===== src/sv/sssp_pkg.sv =====
// sssp_pkg: types, constants and sequencer states for the shortest path block
// no dependencies
package sssp_pkg;

  localparam int MAX_NODES_DEF   = 64;
  localparam int WEIGHT_BITS_DEF = 8;
  localparam int COST_BITS_DEF   = 14;

  localparam int NCOUNT_W = 7;
  localparam int MAXW_W   = 8;
  localparam int IDX_W    = 6;
  localparam int FWEIGHT_W = 8;
  localparam int PCOST_W  = 14;
  localparam int CFG_ADDR_W = 1;
  localparam int CFG_DATA_W = 8;

  localparam logic [CFG_ADDR_W-1:0] REG_NODE_COUNT = 1'd0;
  localparam logic [CFG_ADDR_W-1:0] REG_MAX_WEIGHT = 1'd1;

  localparam logic CMD_WRITE = 1'b0;
  localparam logic CMD_SOLVE = 1'b1;

  typedef struct packed {
    logic                 command;
    logic [IDX_W-1:0]     row_index;
    logic [IDX_W-1:0]     col_index;
    logic [FWEIGHT_W-1:0] edge_weight;
    logic [IDX_W-1:0]     root_node;
    logic [IDX_W-1:0]     dest_node;
    logic                 average_mode;
  } in_item_t;

  typedef struct packed {
    logic [PCOST_W-1:0] path_cost;
    logic               dest_reached;
  } out_item_t;

  typedef enum logic [3:0] {
    S_IDLE,
    S_CLEAR,
    S_SEL_RD,
    S_SEL,
    S_PICK,
    S_REL_RD,
    S_REL,
    S_SUM_RD,
    S_SUM,
    S_DIV,
    S_DEST_RD,
    S_DEST,
    S_OUT
  } state_t;

endpackage


===== src/sv/sssp_div.sv =====
// sssp_div: restoring divider, one quotient bit per cycle
// depends on sssp_pkg
module sssp_div
  import sssp_pkg::*;
#(
  parameter int NUM_W = 24,
  parameter int DEN_W = 11
) (
  input  logic             clk,
  input  logic             rst,
  input  logic             start,
  input  logic [NUM_W-1:0] num,
  input  logic [DEN_W-1:0] den,
  output logic             done,
  output logic [NUM_W-1:0] quot
);
  localparam int CNT_W = $clog2(NUM_W + 1);

  logic [NUM_W-1:0] q;
  logic [DEN_W:0]   rem;
  logic [DEN_W-1:0] d;
  logic [CNT_W-1:0] cnt;
  logic             busy;
  logic [DEN_W:0]   trial;

  assign trial = {rem[DEN_W-1:0], q[NUM_W-1]};

  always_ff @(posedge clk) begin
    if (rst) begin
      busy <= 1'b0;
      done <= 1'b0;
      cnt  <= '0;
    end else begin
      done <= 1'b0;
      if (start) begin
        busy <= 1'b1;
        cnt  <= CNT_W'(NUM_W);
      end else if (busy) begin
        cnt <= cnt - 1'b1;
        if (cnt == CNT_W'(1)) begin
          busy <= 1'b0;
          done <= 1'b1;
        end
      end
    end
  end

  always_ff @(posedge clk) begin
    if (start) begin
      q   <= num;
      rem <= '0;
      d   <= den;
    end else if (busy) begin
      if (trial >= {1'b0, d}) begin
        rem <= trial - {1'b0, d};
        q   <= {q[NUM_W-2:0], 1'b1};
      end else begin
        rem <= trial;
        q   <= {q[NUM_W-2:0], 1'b0};
      end
    end
  end

  assign quot = q;
endmodule


===== config.mk =====
export PLATFORM = sky130hd
export DESIGN_NAME = sssp_div
export DESIGN_NICKNAME = d
export VERILOG_FILES = /design/src/sv/sssp_pkg.sv /design/src/sv/sssp_div.sv
export SDC_FILE = /design/constraint.sdc
export NUM_CORES = 1
export LEC_CHECK = 0
export BUFFER_PORTS_ARGS = -buffer_cell sky130_fd_sc_hd__buf_2
export CAP_MARGIN = 20
export CELL_PAD_IN_SITES_DETAIL_PLACEMENT = 1
export CELL_PAD_IN_SITES_GLOBAL_PLACEMENT = 2
export CORE_MARGIN = 5
export CORE_UTILIZATION = 35
export DETAILED_ROUTE_END_ITERATION = 16
export PLACE_DENSITY_LB_ADDON = 0.1
export SKIP_LAST_GASP = 1
export SYNTH_ARGS = -nofsm -noshare
export SYNTH_HDL_FRONTEND = slang
export SYNTH_SLANG_ARGS = --single-unit

===== constraint.sdc =====
create_clock -name clk -period 2.9 [get_ports clk]
set_input_delay 0.435 -clock clk [delete_from_list [all_inputs] [get_ports clk]]
set_output_delay 0.435 -clock clk [all_outputs]
set_load 0.02 [all_outputs]

==> results of run 1 <==
worst max-delay path: cells and delay by family, from the launching register on:
family / cells / cell delay [ps]
compound gates: 4 / 700
simple gates: 1 / 170
mux: 1 / 310
fa+ha+maj: 2 / 620
flops: 1 / 370
buf+inv: 2 / 240
where the power goes:
group,switching [mW],total [mW],internal (mW)
clock network,0.253,0.513,0.260
registers,0.0408,0.928,0.888
logic,0.263,0.474,0.211
total,0.557,1.92,1.36
metrics by stage:
| stage | hold slack [ps] | setup slack (ps) | utilization (%) |
|---|---|---|---|
| after floorplan | 469 | 544 | - |
| after global placement | 490 | 514 | 41.2 |
| after detailed placement | 503 | 436 | 41.2 |
| after CTS | 285 | 386 | 42.7 |
| after global routing | 284 | 251 | 42.7 |
| final | 295 | 406 | 42.7 |
routing by layer:
metal,vias to the layer above,share of wire (%),GRT usage [%]
met1,949,48,17.6
met3,5,2.9,3.11
met5,-,0,0
met4,0,0.94,2.84
li1,978,-,-
met2,24,48,22.0
final cells by class:
class                   instances  area (um^2)
clock buffers                   6         72.6
clock inverters                 2         38.8
fillers                       890         4410
inverters                      17         63.8
multi-input cells             153         1210
flip-flops and latches         53         1410
well taps                     102          128
repair buffers                 66          353
path summary, 6_finish.rpt:
kind                 start       to  cells after the start
hold reg to reg    rem[10]  rem[10]                      2
setup reg to reg  quot[23]   rem[0]                     10
hold / removal      den[2]     d[2]                      1
setup / recovery  quot[23]   rem[0]                     10
layout by cell type (no fill, tap or decap), types with 4 or more instances in the layout:
cell	instances
buf_2	62
edfxtp_1	35
mux2_2	24
nor2_1	21
dfxtp_1	18
inv_1	16
ha_1	13
o21ai_0	9
nand2_1	7
mux2i_1	7
a211oi_1	7
xnor2_1	6
a21oi_1	5
clkbuf_8	5
nand2b_1	4
nor3_1	4
flip-flops by register name, indices dropped and copies added (netlist names):
name  flops
rem      11
quot     24
cnt       5
done      1
d        11
busy      1
kinds of logic (layout without fill, tap and decap cells):
logic type	after synthesis	in the layout
compound gates	41	41
mux	32	32
simple gates	57	57
fa+ha+maj	14	14
xor+xnor	9	9
flops	53	53
buf+inv	27	91
==> run metrics, run 1 <==
status finished clean; Sink Count 53; worst-margin pin slew about 600 ps; GP Congestion ~0.79; vias in the first global route between 2000 and 2500; core area 7690 um^2; Setup Fix Bufs, Post-CTS 0; Vias/cell a little under 5; Syn Std Cell Area roughly 2700 um^2; WL/cell ~15 um; PD cells roughly 580 nW/um^2; most instantiated cells after synthesis edfxtp_1 (35), mux2_2 (24), nor2_1 (21); Rel. slew slack between 60% and 70%; placed cell area around 3200 um^2; final instance area approximately 3300 um^2; #FFs+latches synth 53; first-pass GRT wire length between 10000 and 15000 um; die area 9700 um^2; maximum VDD drop approximately 0.19 mV; GRT Resource Usage Total between 10% and 20%; Final period util ~86%; total power between 1.5 and 2 mW; Post-synth ARST share 0%; critical path's slowest cell fa_1; ant diodes 0; Remaining DRCs 0; leakage power 1.36 nW; clk buf depth 2; Die Y about 99 um; Final setup viols 0; # placed instances 391; Num CTS Buffers 5; CP cell instances inv_1 -> ha_1 -> fa_1 -> nor2b_1 -> o31a_1 -> o21ai_2 -> o21ai_2 -> buf_4 -> mux2_4 -> a211oi_2; drt total wl between 6000 and 7000 um; share of cells above drive strength 1 36.0%; Final min period ~2500 ps; Most Frequent Cell on Critical Path o21ai_2; Vias 1956; R2R Setup Slk ~410 ps; post-cts resize count 0; max cap viols 0; mux share of post-synthesis cell area 13.0%; syn avg cell area ~12 um^2; post-synthesis cell type count 50; Post-Synth XOR/XNOR Area between 2 and 3%; fin nets 348; root buf cell clkbuf_8; port bufs 62; arrival time worst endpoint ~2700 ps; Ports 63; Setup TNS 0 ps; largest net degree at the start of global routing 40; leading area contributor after synthesis edfxtp_1; Synth Area in Compound Gates between 10% and 20%; Largest stage delay, worst path about 400 ps; Setup crit start kind register; clk_skew around 13 ps; RSZ-0062 raised after global routing no; Final Hold Fails 0; Worst-path clk slew 100 ps; Worst Setup End Kind register; area fraction of the dominant cell type after synthesis between 30% and 40%; DRT iter0 DRCs 40; number of synthesized flops with an enable pin 35; crit-path max FO 7; Post-synth top flop edfxtp_1; worst-skew pair later-pin latency between 300 and 400 ps; critical path class register to register; Mapped Cells between 200 and 250; largest cells by area after synthesis edfxtp_1 (38%), dfxtp_1 (13%), mux2_2 (9.9%); non-filler cells, final between 300 and 400; Starting Density between 30% and 40%; Die Span X between 90 and 100 um; dpl hpwl about 4500 um; row count 32; largest family of logic cells by synthesized area multiplexers; CTS tree done; Warnings, synthesis 0; Critical Path RT about 3100 ps; Antenna Nets Post-Route 0; Adder-Cell Fraction of Synth Area between 6 and 7%; max-slew violation count 0; hold_buf cts 0; grt total ovfl 0; area added between synthesis and finish 19.6%; syn nets about 290; most frequent cell after synthesis edfxtp_1; fmax approximately 400 MHz; post-synthesis sequential area ratio roughly half; Worst Hold Class input port to register; initial antenna violation count 0; post-synthesis simple-gate area fraction ~11%; H-tree levels 2; first drt pass iteration count 4
No activity file was read; power rests on OpenSTA's default activity.
==> run 2, diff against run 1 <==
--- a/config.mk
+++ b/config.mk
@@ -13,6 +13,7 @@
 export CORE_UTILIZATION = 35
 export DETAILED_ROUTE_END_ITERATION = 16
 export PLACE_DENSITY_LB_ADDON = 0.1
+export RECOVER_POWER = 50
 export SKIP_LAST_GASP = 1
 export SYNTH_ARGS = -nofsm -noshare
 export SYNTH_HDL_FRONTEND = slang
==> run 2 against run 1 <==
Utilization shrank 0.67 points. Global-route usage unchanged. Routed wire length grew 0.91%. Non-clock buffer count unchanged. Maximum frequency decreased by 0.91%. Via count hardly changed. Sequential share of layout area rose by 0.68 points. Critical endpoint is now rem[1]. Largest power group unchanged.
==> run metrics, run 2 (same netlist as run 1, synthesis figures left out) <==
share of cells above drive strength 1 a little over a quarter; worst-skew pair later-pin latency just over 300 ps; most common cell after layout, fill and taps aside buf_2; final instance area around 3200 um^2; cell family contributing the most delay on the critical path compound AO/OA/AOI/OAI gates; CTS tree done; CP cell instances inv_1 -> ha_1 -> fa_1 -> nor2b_1 -> o31a_1 -> o21ai_2 -> o21ai_2 -> buf_4 -> nor4bb_1 -> or3_1; Setup crit start kind register; GRT Resource Usage Total about an eighth; Largest register FFs 24; reg-to-reg endpoint rem[1]; WP buf/inv 2; Final Hold Fails 0; R2R Setup Slk around 380 ps; Final min period approximately 2500 ps; root buf cell clkbuf_8; ant diodes 0; port bufs 62; Sink Count 53; Vias slightly below 2000; Reg2Reg Launch Point quot[23]; Most Frequent Cell on Critical Path o21ai_2; Worst Setup End Kind register; first drt pass iteration count 4; hold_buf cts 0; clk_skew approximately 13 ps; number of cells on the critical path 10; RSZ-0062 raised after global routing no; critical path class register to register; Rel. slew slack between 5 and 6%; Critical Path RT 3080 ps; row count 32; fmax 397 MHz; Final setup viols 0; Remaining DRCs 0; initial antenna violation count 0; WL/cell roughly 15 um; max-slew violation count 0; Num CTS Buffers 5; post-cts resize count 0; Final period util between 80 and 90%; Worst-path clk slew around 100 ps; arrival time worst endpoint approximately 2700 ps; grt total ovfl 0; CP endpoint rem[1]; non-filler cells, final around 400; Antenna Nets Post-Route 0; Vias/cell 4.90; # placed instances approximately 390; largest net degree at the start of global routing 40; Worst R2R Path Depth 10; die area 9700 um^2; commonest non-fill, non-tap cells in the layout buf_2 (36), edfxtp_1 (35), clkbuf_1 (28), mux2_2 (24), nor2_1 (21); maximum VDD drop roughly 0.19 mV; critical path's slowest cell edfxtp_1; Worst Hold Slack approximately 300 ps; crit-path max FO 7; core area 7690 um^2; max cap viols 0; worst-margin pin slew ~1400 ps; dpl hpwl ~4500 um; Ports between 60 and 70; Setup Fix Bufs, Post-CTS 0; GP Congestion about 0.8; vias in the first global route about 2100; Largest stage delay, worst path 420 ps; area added between synthesis and finish 17.8%; leakage power ~1.3 nW; PD cells 590 nW/um^2; clk buf depth 2; crit path launch quot[23]; first-pass GRT wire length roughly 11000 um; status finished clean; Starting Density 35.7%; Worst Hold Class input port to register; Die Span X 98.5 um; drt total wl just over 6000 um; Die Y just under 100 um; placed cell area about 3200 um^2; fin nets 348; H-tree levels 2; DRT iter0 DRCs 54; Setup TNS 0 ps
==> run 2: worst reg2reg max path: stages, from the launching register on <==
cell and delay, ps:
edfxtp_1 420, inv_1 90, ha_1 180, fa_1 210, nor2b_1 70, o31a_1 280, o21ai_2 300, o21ai_2 90
buf_4 190, nor4bb_1 150, or3_1 400
==> run 2: how the worst min path moves through the flow <==
stage	cells past startpoint	slack, ps	to	start
5_1_grt	1	280	d[2]	den[2]
2_1_floorplan	2	470	cnt[1]	cnt[1]
4_1_cts	1	290	d[1]	den[1]
3_3_place_gp	2	490	cnt[1]	cnt[1]
3_5_place_dp	2	500	rem[10]	rem[10]
6_report	1	300	d[6]	den[6]
==> run 2: final cells by class <==
| type | count | area (um^2) |
|---|---|---|
| clock buffers | 6 | 72.6 |
| clock inverters | 2 | 38.8 |
| fillers | 903 | 4460 |
| inverters | 17 | 63.8 |
| multi-input cells | 153 | 1210 |
| flip-flops and latches | 53 | 1410 |
| well taps | 102 | 128 |
| repair buffers | 66 | 302 |
==> run 2: where the power goes <==
part	switching [mW]	internal, mW
combinational	0.263	0.199
sequential	0.0416	0.888
clock	0.255	0.260
==> run 2: stage by stage <==
stage	util [%]	setup WS, ps	total power, mW
finish	42.0	383	1.91
global route	42.0	237	2.02
CTS	42.7	386	1.95
detailed placement	41.2	436	1.43
global placement	41.2	514	1.42
floorplan	-	544	1.29
==> run 2: metal layers <==
layer  routed length, um  global-route usage, %
met3                 165                   3.11
met4                  57                   2.84
met5                   0                      0
met2                3010                   22.0
met1                2890                   17.6
==> run 3, diff against run 2 <==
--- a/config.mk
+++ b/config.mk
@@ -8,9 +8,10 @@
 export BUFFER_PORTS_ARGS = -buffer_cell sky130_fd_sc_hd__buf_2
 export CAP_MARGIN = 20
 export CELL_PAD_IN_SITES_DETAIL_PLACEMENT = 1
-export CELL_PAD_IN_SITES_GLOBAL_PLACEMENT = 2
+export CELL_PAD_IN_SITES_GLOBAL_PLACEMENT = 1
 export CORE_MARGIN = 5
-export CORE_UTILIZATION = 35
+export CORE_UTILIZATION = 42
+export CTS_CLUSTER_DIAMETER = 200
 export DETAILED_ROUTE_END_ITERATION = 16
 export PLACE_DENSITY_LB_ADDON = 0.1
 export RECOVER_POWER = 50
==> run 3 against run 2 <==
Clock skew shrank 6.2 ps. Largest cell class unchanged. Largest power group unchanged. Clock-buffer cell count is the same. Critical path depth is the same. Combinational power grew 2%. Design area shrank 1.7%.
==> run metrics, run 3 (same netlist as run 1, synthesis figures left out) <==
Worst Hold Class input port to register; Setup crit start kind register; largest net degree at the start of global routing 40; arrival time worst endpoint roughly 2800 ps; Setup Fix Bufs, Post-CTS 0; core area about 6300 um^2; total power approximately 1.8 mW; Rel. slew slack 35.2%; first drt pass iteration count 4; Setup TNS 0 ps; fin nets ~350; area occupied by multi-input gates ~1200 um^2; crit-path max FO 7; Die Span X about 91 um; PD cells ~570 nW/um^2; critical path class register to register; area added between synthesis and finish 15.7%; post-cts resize count 0; post-layout util about half; hold_buf cts 0; Worst-path clk slew roughly 100 ps; worst-margin pin slew about 1000 ps; ant diodes 0; WL/cell about 17 um; fillers ~730; Starting Density 43.2%; max-slew violation count 0; drt total wl between 6000 and 7000 um; Largest register FFs 24; Final Hold Fails 0; share of cells above drive strength 1 between 20% and 30%; grt total ovfl 0; max cap viols 0; Num CTS Buffers 5; Remaining DRCs 0; first-pass GRT wire length between 10000 and 15000 um; H-tree levels 2; commonest non-fill, non-tap cells in the layout buf_2 (36), edfxtp_1 (35), clkbuf_1 (27), mux2_2 (24), nor2_1 (21); DRT iter0 DRCs 115; fmax approximately 390 MHz; port bufs a little over 60; dpl hpwl 4720 um; maximum VDD drop between 0.2 and 0.3 mV; initial antenna violation count 0; Seq. cell area around 1400 um^2; root buf cell clkbuf_8; Die Y between 90 and 100 um; CTS tree done; leakage power between 1 and 1.5 nW; Vias/cell 5.27; RSZ-0062 raised after global routing no; GRT Resource Usage Total approximately 16%; Critical Path RT 3120 ps; Final setup viols 0; Final period util 87.4%; Final min period between 2000 and 3000 ps; Sink Count 53; worst-skew pair later-pin latency between 300 and 400 ps; Worst Setup End Kind register; Vias a little under 2000; status finished clean; Antenna Nets Post-Route 0; vias in the first global route approximately 2100; die area 8240 um^2; row count 29; clk buf depth 2; GP Congestion around 0.83; Ports 63; clk_skew approximately 6.4 ps; most common cell after layout, fill and taps aside buf_2
==> run 3: cell types whose count changed in the layout (fill, tap and decap cells not counted) <==
cell       change
buf_4          +1
clkinv_2       +2
clkinv_4       -1
clkbuf_1       -1
bufinv_16      -1
==> run 3: metrics by stage <==
stage                     cells  hold WS (ps)  area [um^2]  setup slack (ps)
after global placement      366           487         3140               529
after global routing        374           269         3170               236
after CTS                   374           278         3220               370
after detailed placement    366           505         3140               411
after floorplan             233           469         2740               544
final                       374           291         3170               364
==> run 3: layer usage <==
metal  wire [um]  vias to the layer above  track usage (%)
met4          82                        0             4.77
met5           0                        -                0
met1        2780                      961             20.6
li1            -                      976                -
met2        3310                       28             28.4
met3         183                        5             3.50
==> run 3: critical path, stage by stage, from the launching register on <==
cell and delay (ps):
edfxtp_1 370, inv_1 70, ha_1 220, fa_1 410, nor2b_1 160, o31a_1 210
o21ai_2 140, o21ai_2 150, buf_4 190, mux2_4 310, a211oi_2 210
==> run 3: power breakdown <==
group          internal [mW]  switching [mW]  total, mW
sequential             0.888          0.0441      0.932
clock                  0.168           0.248      0.416
combinational          0.200           0.271      0.471
total                   1.26           0.562       1.82
==> run 3: final cells by class <==
type,instances,area share [%]
well taps,77,3.04
flip-flops and latches,53,44.5
multi-input cells,153,38.2
inverters,17,2.01
clock buffers,6,2.29
clock inverters,2,0.316
repair buffers,66,9.63
==> run 3: path summary, 6_finish.rpt <==
kind                  to  slack (ps)     start  depth (start not counted)
hold reg to reg   rem[4]         510    rem[4]                          2
setup / recovery  rem[0]         360  quot[23]                         10
setup reg to reg  rem[0]         360  quot[23]                         10
hold / removal      d[9]         290    den[9]                          1
